<file path="src/sv/assert_macros.svh">
// Assertion macros used by the top-level RTL file.
`ifndef ASSERT_MACROS_SVH
`define ASSERT_MACROS_SVH

// Check a property at every rising clock edge outside reset.
`define ASSERT_PROP(lbl, clk, rst_n, prop) \
  lbl: assert property (@(posedge clk) disable iff (!(rst_n)) (prop)) \
    else $error("assertion failed");

// Check that a condition never holds at a rising clock edge outside reset.
`define ASSERT_NEVER(lbl, clk, rst_n, cond) \
  `ASSERT_PROP(lbl, clk, rst_n, !(cond))

`endif

</file>
<file path="src/sv/ptpct_pkg.sv">
// Shared types, constants and helpers for the container tracker.
`default_nettype none

package ptpct_pkg;

  localparam int unsigned CfgIdxW   = 1;
  localparam int unsigned CfgDataW  = 32;

  localparam logic [CfgIdxW-1:0] CfgTransIdOffset = 1'd0;
  localparam logic [CfgIdxW-1:0] CfgBypass        = 1'd1;

  localparam logic [31:0] HdrLen       = 32'd12;
  localparam logic [3:0]  IdFirst      = 4'd8;
  localparam logic [3:0]  HdrLast      = 4'd11;
  localparam logic [15:0] TypeData     = 16'd2;
  localparam logic [15:0] TypeResponse = 16'd3;

  // Phase codes as reported on the result.
  localparam logic [2:0] PhCodeReady   = 3'd0;
  localparam logic [2:0] PhCodeWait    = 3'd1;
  localparam logic [2:0] PhCodeHeader  = 3'd2;
  localparam logic [2:0] PhCodeData    = 3'd3;
  localparam logic [2:0] PhCodeResp    = 3'd4;
  localparam logic [2:0] PhCodeUnknown = 3'd5;

  typedef enum logic [5:0] {
    PhReady   = 6'b000001,
    PhWait    = 6'b000010,
    PhHeader  = 6'b000100,
    PhData    = 6'b001000,
    PhResp    = 6'b010000,
    PhUnknown = 6'b100000
  } phase_e;

  typedef struct packed {
    logic [7:0] out_byte;
    logic [2:0] phase;
    logic       container_end;
    logic       response_done;
  } result_t;

  function automatic logic [2:0] phase_code(phase_e ph);
    logic [2:0] code;
    case (ph)
      PhWait:    code = PhCodeWait;
      PhHeader:  code = PhCodeHeader;
      PhData:    code = PhCodeData;
      PhResp:    code = PhCodeResp;
      PhUnknown: code = PhCodeUnknown;
      default:   code = PhCodeReady;
    endcase
    return code;
  endfunction

endpackage

`default_nettype wire

</file>
<file path="src/sv/ptpct_tracker.sv">
// Container framing state, id rewrite and configuration registers.
`default_nettype none

module ptpct_tracker import ptpct_pkg::*; (
  input  wire logic                clk_i,
  input  wire logic                rst_ni,
  input  wire logic                cfg_we_i,
  input  wire logic [CfgIdxW-1:0]  cfg_idx_i,
  input  wire logic [CfgDataW-1:0] cfg_data_i,
  input  wire logic                step_i,
  input  wire logic [7:0]          data_byte_i,
  output result_t                  res_o
);

  logic [31:0] offset_q;
  logic        bypass_q;

  phase_e      phase_q, phase_d;
  logic [31:0] cnt_q, cnt_d;
  logic [31:0] len_q, len_d;
  logic [15:0] typ_q, typ_d;
  logic        bor_q, bor_d;

  logic        start;
  logic [3:0]  idx;
  logic [7:0]  ob;
  logic [7:0]  ofs;
  logic [8:0]  diff;
  logic        fin;
  logic        resp;

  always_comb begin
    phase_d = phase_q;
    cnt_d   = cnt_q;
    len_d   = len_q;
    typ_d   = typ_q;
    bor_d   = bor_q;
    ob      = data_byte_i;
    ofs     = 8'd0;
    diff    = 9'd0;
    fin     = 1'b0;
    resp    = 1'b0;
    start   = !(phase_q inside {PhHeader, PhData, PhResp, PhUnknown});
    // Open a new header on any byte while no container is open (after reset or a finished container).
    if (start) begin
      phase_d = PhHeader;
      cnt_d   = 32'd0;
      len_d   = 32'd0;
      typ_d   = 16'd0;
      bor_d   = 1'b0;
    end
    idx = cnt_d[3:0];
    if (phase_d == PhHeader) begin
      if (idx < 4'd4) begin
        len_d[{idx[1:0], 3'b000} +: 8] = data_byte_i;
      end else if (idx < 4'd6) begin
        typ_d[{idx[0], 3'b000} +: 8] = data_byte_i;
      end else if (idx >= IdFirst) begin
        // Subtract one offset byte plus the carried borrow.
        ofs   = offset_q[{idx[1:0], 3'b000} +: 8];
        diff  = {1'b0, data_byte_i} - ({1'b0, ofs} + {8'd0, bor_d});
        ob    = diff[7:0];
        bor_d = diff[8];
      end
      cnt_d = cnt_d + 32'd1;
      if (idx == HdrLast) begin
        cnt_d = HdrLen;
        if (typ_d == TypeResponse) begin
          phase_d = PhResp;
        end else if (typ_d == TypeData) begin
          phase_d = PhData;
        end else begin
          phase_d = PhUnknown;
        end
        fin = (len_d <= HdrLen);
      end
    end else begin
      // Count payload bytes, saturating at the top.
      if (cnt_d != 32'hffff_ffff) begin
        cnt_d = cnt_d + 32'd1;
      end
      fin = (cnt_d >= len_d);
    end
    if (fin) begin
      if (phase_d == PhResp) begin
        phase_d = PhReady;
        resp    = 1'b1;
      end else begin
        phase_d = PhWait;
      end
    end
  end

  always_comb begin
    if (bypass_q) begin
      res_o.out_byte      = data_byte_i;
      res_o.phase         = phase_code(phase_q);
      res_o.container_end = 1'b0;
      res_o.response_done = 1'b0;
    end else begin
      res_o.out_byte      = ob;
      res_o.phase         = phase_code(phase_d);
      res_o.container_end = fin;
      res_o.response_done = resp;
    end
  end

  always_ff @(posedge clk_i or negedge rst_ni) begin
    if (!rst_ni) begin
      offset_q <= 32'd0;
      bypass_q <= 1'b0;
    end else if (cfg_we_i) begin
      if (cfg_idx_i == CfgTransIdOffset) begin
        offset_q <= cfg_data_i;
      end else if (cfg_idx_i == CfgBypass) begin
        bypass_q <= cfg_data_i[0];
      end
    end
  end

  always_ff @(posedge clk_i or negedge rst_ni) begin
    if (!rst_ni) begin
      phase_q <= PhReady;
      cnt_q   <= 32'd0;
      len_q   <= 32'd0;
      typ_q   <= 16'd0;
      bor_q   <= 1'b0;
    end else if (step_i && !bypass_q) begin
      phase_q <= phase_d;
      cnt_q   <= cnt_d;
      len_q   <= len_d;
      typ_q   <= typ_d;
      bor_q   <= bor_d;
    end
  end

endmodule

`default_nettype wire

</file>
<file path="src/sv/ptpct_out_buf.sv">
// Result register with a skid stage so input and output stall independently.
`default_nettype none

module ptpct_out_buf import ptpct_pkg::*; (
  input  wire logic clk_i,
  input  wire logic rst_ni,
  input  wire logic valid_i,
  output logic      ready_o,
  input  result_t   data_i,
  output logic      valid_o,
  input  wire logic ready_i,
  output result_t   data_o
);

  logic    out_v_q, out_v_d;
  logic    skid_v_q, skid_v_d;
  result_t out_q;
  result_t skid_q;
  logic    take;

  assign ready_o = !skid_v_q;
  assign take    = valid_i && ready_o;
  assign valid_o = out_v_q;
  assign data_o  = out_q;

  always_comb begin
    if (skid_v_q) begin
      out_v_d  = 1'b1;
      skid_v_d = !ready_i;
    end else begin
      out_v_d  = take || (out_v_q && !ready_i);
      skid_v_d = take && out_v_q && !ready_i;
    end
  end

  always_ff @(posedge clk_i or negedge rst_ni) begin
    if (!rst_ni) begin
      out_v_q  <= 1'b0;
      skid_v_q <= 1'b0;
    end else begin
      out_v_q  <= out_v_d;
      skid_v_q <= skid_v_d;
    end
  end

  always_ff @(posedge clk_i) begin
    if (skid_v_q && ready_i) begin
      out_q <= skid_q;
    end else if (take && (!out_v_q || ready_i)) begin
      out_q <= data_i;
    end
    // Park the request when the result register is still held.
    if (take && out_v_q && !ready_i) begin
      skid_q <= data_i;
    end
  end

endmodule

`default_nettype wire

</file>
<file path="src/sv/ptp_container_tracker_id_rewriter.sv">
// A result is registered at the output when its byte is accepted, via the skid register if the output is held.
// Throughput: one byte per cycle while input is ready; the framing and id-borrow update is combinational.
// A two-entry result buffer keeps input ready while one result waits to be taken.
// Reset: phase ready, counters cleared, offset 0, bypass off, result buffer empty.
`default_nettype none
`include "assert_macros.svh"

module ptp_container_tracker_id_rewriter import ptpct_pkg::*; (
  input  wire logic                clk_i,
  input  wire logic                rst_ni,
  input  wire logic                cfg_we_i,
  input  wire logic [CfgIdxW-1:0]  cfg_idx_i,
  input  wire logic [CfgDataW-1:0] cfg_data_i,
  input  wire logic                in_valid_i,
  output logic                     in_ready_o,
  input  wire logic [7:0]          data_byte_i,
  output logic                     out_valid_o,
  input  wire logic                out_ready_i,
  output logic [7:0]               out_byte_o,
  output logic [2:0]               phase_o,
  output logic                     container_end_o,
  output logic                     response_done_o
);

  result_t res;
  result_t out_res;
  logic    step;

  assign step = in_valid_i && in_ready_o;

  ptpct_tracker u_tracker (
    .clk_i       (clk_i),
    .rst_ni      (rst_ni),
    .cfg_we_i    (cfg_we_i),
    .cfg_idx_i   (cfg_idx_i),
    .cfg_data_i  (cfg_data_i),
    .step_i      (step),
    .data_byte_i (data_byte_i),
    .res_o       (res)
  );

  ptpct_out_buf u_out_buf (
    .clk_i   (clk_i),
    .rst_ni  (rst_ni),
    .valid_i (in_valid_i),
    .ready_o (in_ready_o),
    .data_i  (res),
    .valid_o (out_valid_o),
    .ready_i (out_ready_i),
    .data_o  (out_res)
  );

  assign out_byte_o      = out_res.out_byte;
  assign phase_o         = out_res.phase;
  assign container_end_o = out_res.container_end;
  assign response_done_o = out_res.response_done;

  `ASSERT_PROP(a_resp_ends, clk_i, rst_ni, out_valid_o && response_done_o |-> container_end_o)
  `ASSERT_PROP(a_resp_ready, clk_i, rst_ni,
               out_valid_o && response_done_o |-> phase_o == PhCodeReady)
  `ASSERT_NEVER(a_stall_pending, clk_i, rst_ni, !in_ready_o && !out_valid_o)

endmodule

`default_nettype wire

</file>
<file path="config.mk">
export PLATFORM = sky130hd
export DESIGN_NAME = ptp_container_tracker_id_rewriter
export DESIGN_NICKNAME = d
export VERILOG_FILES = /design/src/sv/ptpct_pkg.sv /design/src/sv/ptpct_tracker.sv /design/src/sv/ptpct_out_buf.sv /design/src/sv/ptp_container_tracker_id_rewriter.sv
export VERILOG_INCLUDE_DIRS = /design/src /design/src/sv
export SDC_FILE = /design/constraint.sdc
export NUM_CORES = 1
export LEC_CHECK = 0
export ABC_AREA = 1
export BUFFER_PORTS_ARGS = -buffer_cell sky130_fd_sc_hd__buf_2
export CAP_MARGIN = 20
export CORE_ASPECT_RATIO = 1.5
export CORE_MARGIN = 4
export CORE_UTILIZATION = 44
export DETAILED_ROUTE_END_ITERATION = 7
export PLACE_DENSITY = 0.66
export SLEW_MARGIN = 20
export SYNTH_ARGS = -nofsm -noshare
export SYNTH_HDL_FRONTEND = slang
export SYNTH_SLANG_ARGS = --single-unit
</file>
<file path="constraint.sdc">
create_clock -name clk_i -period 6.4 [get_ports clk_i]
set_input_delay 0.96 -clock clk_i [delete_from_list [all_inputs] [get_ports clk_i]]
set_output_delay 0.96 -clock clk_i [all_outputs]
set_load 0.03 [all_outputs]
</file>
==> impl_metrics.sql <==
INSERT INTO impl_metrics (metric_group, metric, value, unit) VALUES
('route', 'routedWlPerCell', '17.21', 'um'),
('floorplanning', 'start_util', '0.4467', ''),
('synth', 'synth_enable_flop_cells', '26', ''),
('global_route', 'busiest_layer', 'met2', ''),
('clock_network', 'clock_tree_from_tritoncts', 'yes', ''),
('route', 'drt.antenna.violating_nets', '0', ''),
('clock_network', 'clock_tree_root_buffer_cell', 'clkbuf_16', ''),
('critical_path', 'worst-path-max-fanout', '34', ''),
('place', 'port-buffer-count', '60', ''),
('clock_network', 'clock_sink_count', '148', ''),
('synth', 'muxShareOfSynthArea', '0.03110', ''),
('route', 'total_routed_length', '29.57', 'mm'),
('clock_network', 'cts-buffers-inserted', '17', ''),
('clock_network', 'insertion_delay_of_the_later_clocked_pin_in_the_worst_skew_pair', '0.44', 'ns'),
('synth', 'synth-seq-area-share', '0.3723', ''),
('min_path', 'hold_path.class', 'reg -> reg', ''),
('timing', 'maxSlewHeadroom', '0.3913', ''),
('clock_network', 'cts_setup_buffers', '0', ''),
('floorplanning', 'dieHeight', '195.4', 'um'),
('route', 'post-route-drc-count', '0', ''),
('route', 'drt_first_iter_violations', '578', ''),
('critical_path', 'slowest_stage', 'dfrtp_1', ''),
('place', 'gp_congestion', '0.9187', ''),
('layout', 'layout_commonest_cell', 'nand2_1', ''),
('layout', 'area_growth_syn_to_layout', '10.26', '%'),
('layout', 'nNetsFinal', '1486', ''),
('route', 'vias', '9250', ''),
('timing', 'setup_tns', '0', 'ns'),
('power', 'p_leak', '5.369', 'nW'),
('synth', 'synth.ff_latch_count', '148', ''),
('critical_path', 'critical-path-max-stage-delay', '0.40', 'ns'),
('layout', 'layout-drive-gt1-share', '0.1761', ''),
('synth', 'syn_avg_cell_area', '7.624', 'um2'),
('global_route', 'vias_in_the_first_global_route', '9308', ''),
('synth', 'yosys.area_share.simple', '0.3059', ''),
('global_route', 'use_met2', '0.4363', ''),
('layout', 'fin_cells', '1718', ''),
('place', 'post-dp-hpwl', '22.38', 'mm'),
('timing', 'transition_time_at_the_pin_with_the_least_slew_margin', '0.9121', 'ns'),
('timing', 'final_worst_path_cycle_share', '0.8649', ''),
('global_route', 'grt_antenna_before_repair', '0', ''),
('timing', 'finalSetupViolations', '0', ''),
('synth', 'synthAdderAreaFrac', '0.06220', ''),
('route', 'drtPass1Iterations', '6', ''),
('clock_network', 'worst_setup_hold_path_clk_slew', '0.06', 'ns'),
('synth', 'synthDistinctLibCells', '62', ''),
('global_route', 'wire_length_of_the_first_global_routing_pass', '47.58', 'mm'),
('floorplanning', 'die_w', '132.9', 'um'),
('synth', 'post_synth_xor_area_fraction', '0.02381', ''),
('route', 'vias_per_cell', '5.384', ''),
('synth', 'synthesis.instances', '1351', ''),
('clock_network', 'cts_hold_repair.buffers', '0', ''),
('critical_path', 'worstPathRequired', '6.59', 'ns'),
('place', 'numPlacedInstances', '1686', ''),
('clock_network', 'post_cts.resized_instances', '0', ''),
('critical_path', 'rr_worst_depth', '31', ''),
('clock_network', 'clk_path_buf_depth', '2', ''),
('global_route', 'grt_max_degree', '76', ''),
('synth', 'synth_compound_area_frac', '0.1231', ''),
('critical_path', 'worst_ep_arrival_time', '5.73', 'ns'),
('status', 'status', 'completed', ''),
('layout', 'diodes_inserted', '0', ''),
('min_path', 'worst_hold_path.num_cells', '2', ''),
('floorplanning', 'core', '23060', 'um2'),
('layout', 'layout.cells.most_common_list', 'nand2_1 (342), nor2_1 (153), inv_1 (125)', ''),
('global_route', 'globalRouteOverflowTotal', '0', ''),
('floorplanning', 'die-area', '25970', 'um2'),
('timing', 'final_clock_skew', '0.01162', 'ns'),
('critical_path', 'cp-end-kind', 'register', ''),
('timing', 'final-hold-violation-count', '0', ''),
('critical_path', 'worstSetupStartpointType', 'register', '');
-- logic make-up after synthesis --
logic type / count (synthesis)
AO/OA/AOI/OAI: 209
buffers and inverters: 196
flip-flops: 148
AND/OR/NAND/NOR: 691
multiplexers: 29
adder cells (fa/ha/maj): 50
XOR/XNOR: 28
-- power by group --
part	total (W)	leakage (nW)	internal, W	switching, W
registers	0.00141	1.77	0.00123	0.000186
logic	0.00299	3.32	0.000990	0.00200
clock network	0.000962	0.276	0.000507	0.000454
total	0.00536	5.37	0.00272	0.00264
-- area by class of cell --
| cell class | count | area [um2] |
|---|---|---|
| fillers | 2315 | 11700 |
| well taps | 315 | 394.1 |
| inverters | 145 | 546.8 |
| clock buffers | 17 | 425.4 |
| repair buffers | 71 | 401.6 |
| multi-input cells | 1007 | 5632 |
| clock inverters | 15 | 122.6 |
| flip-flops and latches | 148 | 3835 |
-- cells in the mapped netlist, types with 27 or more instances --
cell      number  share of area
nor3_1        29          0.014
nor2_1       156          0.057
a21oi_1       39          0.019
nand2_1      342           0.12
o21ai_0       83          0.040
nand3_1       48          0.023
nand2_2       29          0.018
ha_1          48          0.058
o21ai_1       27          0.013
inv_1        125          0.046
dfrtp_1      121           0.29
clkbuf_1      30          0.011
-- critical path, delay by kind of cell, from the launching register on --
family                     cells  cell delay (ns)
AOI/OAI and AO/OA              3             0.69
adders and majority gates      1             0.17
buffers and inverters          4             0.80
DFF                            1             0.40
and+or+nand+nor               23             3.21
-- stage by stage --
stage,total power (W),hold WS [ns],setup WS (ns),instance area (um2)
finish,0.005360,0.4814,0.8649,11360
CTS,0.005361,0.4847,0.9602,11350
global placement,0.004336,0.4626,1.136,10800
detailed placement,0.004383,0.4661,0.9833,10800
global route,0.005815,0.5004,0.3037,11360
floorplan,0.003723,0.4492,2.668,10300
-- registers in the layout, indices dropped and copies added (netlist names) --
| name | count |
|---|---|
| u_out_buf.data_o | 13 |
| u_out_buf.skid_q | 13 |
| u_out_buf.skid_v_q | 1 |
| u_out_buf.valid_o | 1 |
| u_tracker.bor_q | 1 |
| u_tracker.bypass_q | 1 |
| u_tracker.cnt_q | 32 |
| u_tracker.len_q | 32 |
| u_tracker.offset_q | 32 |
| u_tracker.phase_q | 6 |
| u_tracker.typ_q | 16 |
-- routing by layer --
metal / vias up / routed length (um)
li1: 4541 / -
met2: 288 / 15930
met4: 0 / 1356
met3: 70 / 1175
met1: 4351 / 11110
met5: - / 0
-- final timing paths --
path / from / to / slack, ns
max in group asynchronous: rst_ni / u_tracker.len_q[13] / 4.71
max: u_tracker.phase_q[5] / u_out_buf.data_o[3] / 0.86
min reg2reg: u_tracker.len_q[31] / u_tracker.len_q[31] / 0.48
min: u_tracker.len_q[31] / u_tracker.len_q[31] / 0.48
min in group asynchronous: rst_ni / u_tracker.cnt_q[24] / 0.57
max reg2reg: u_tracker.phase_q[5] / u_out_buf.data_o[3] / 0.86
(Power assumes the default switching activity.)
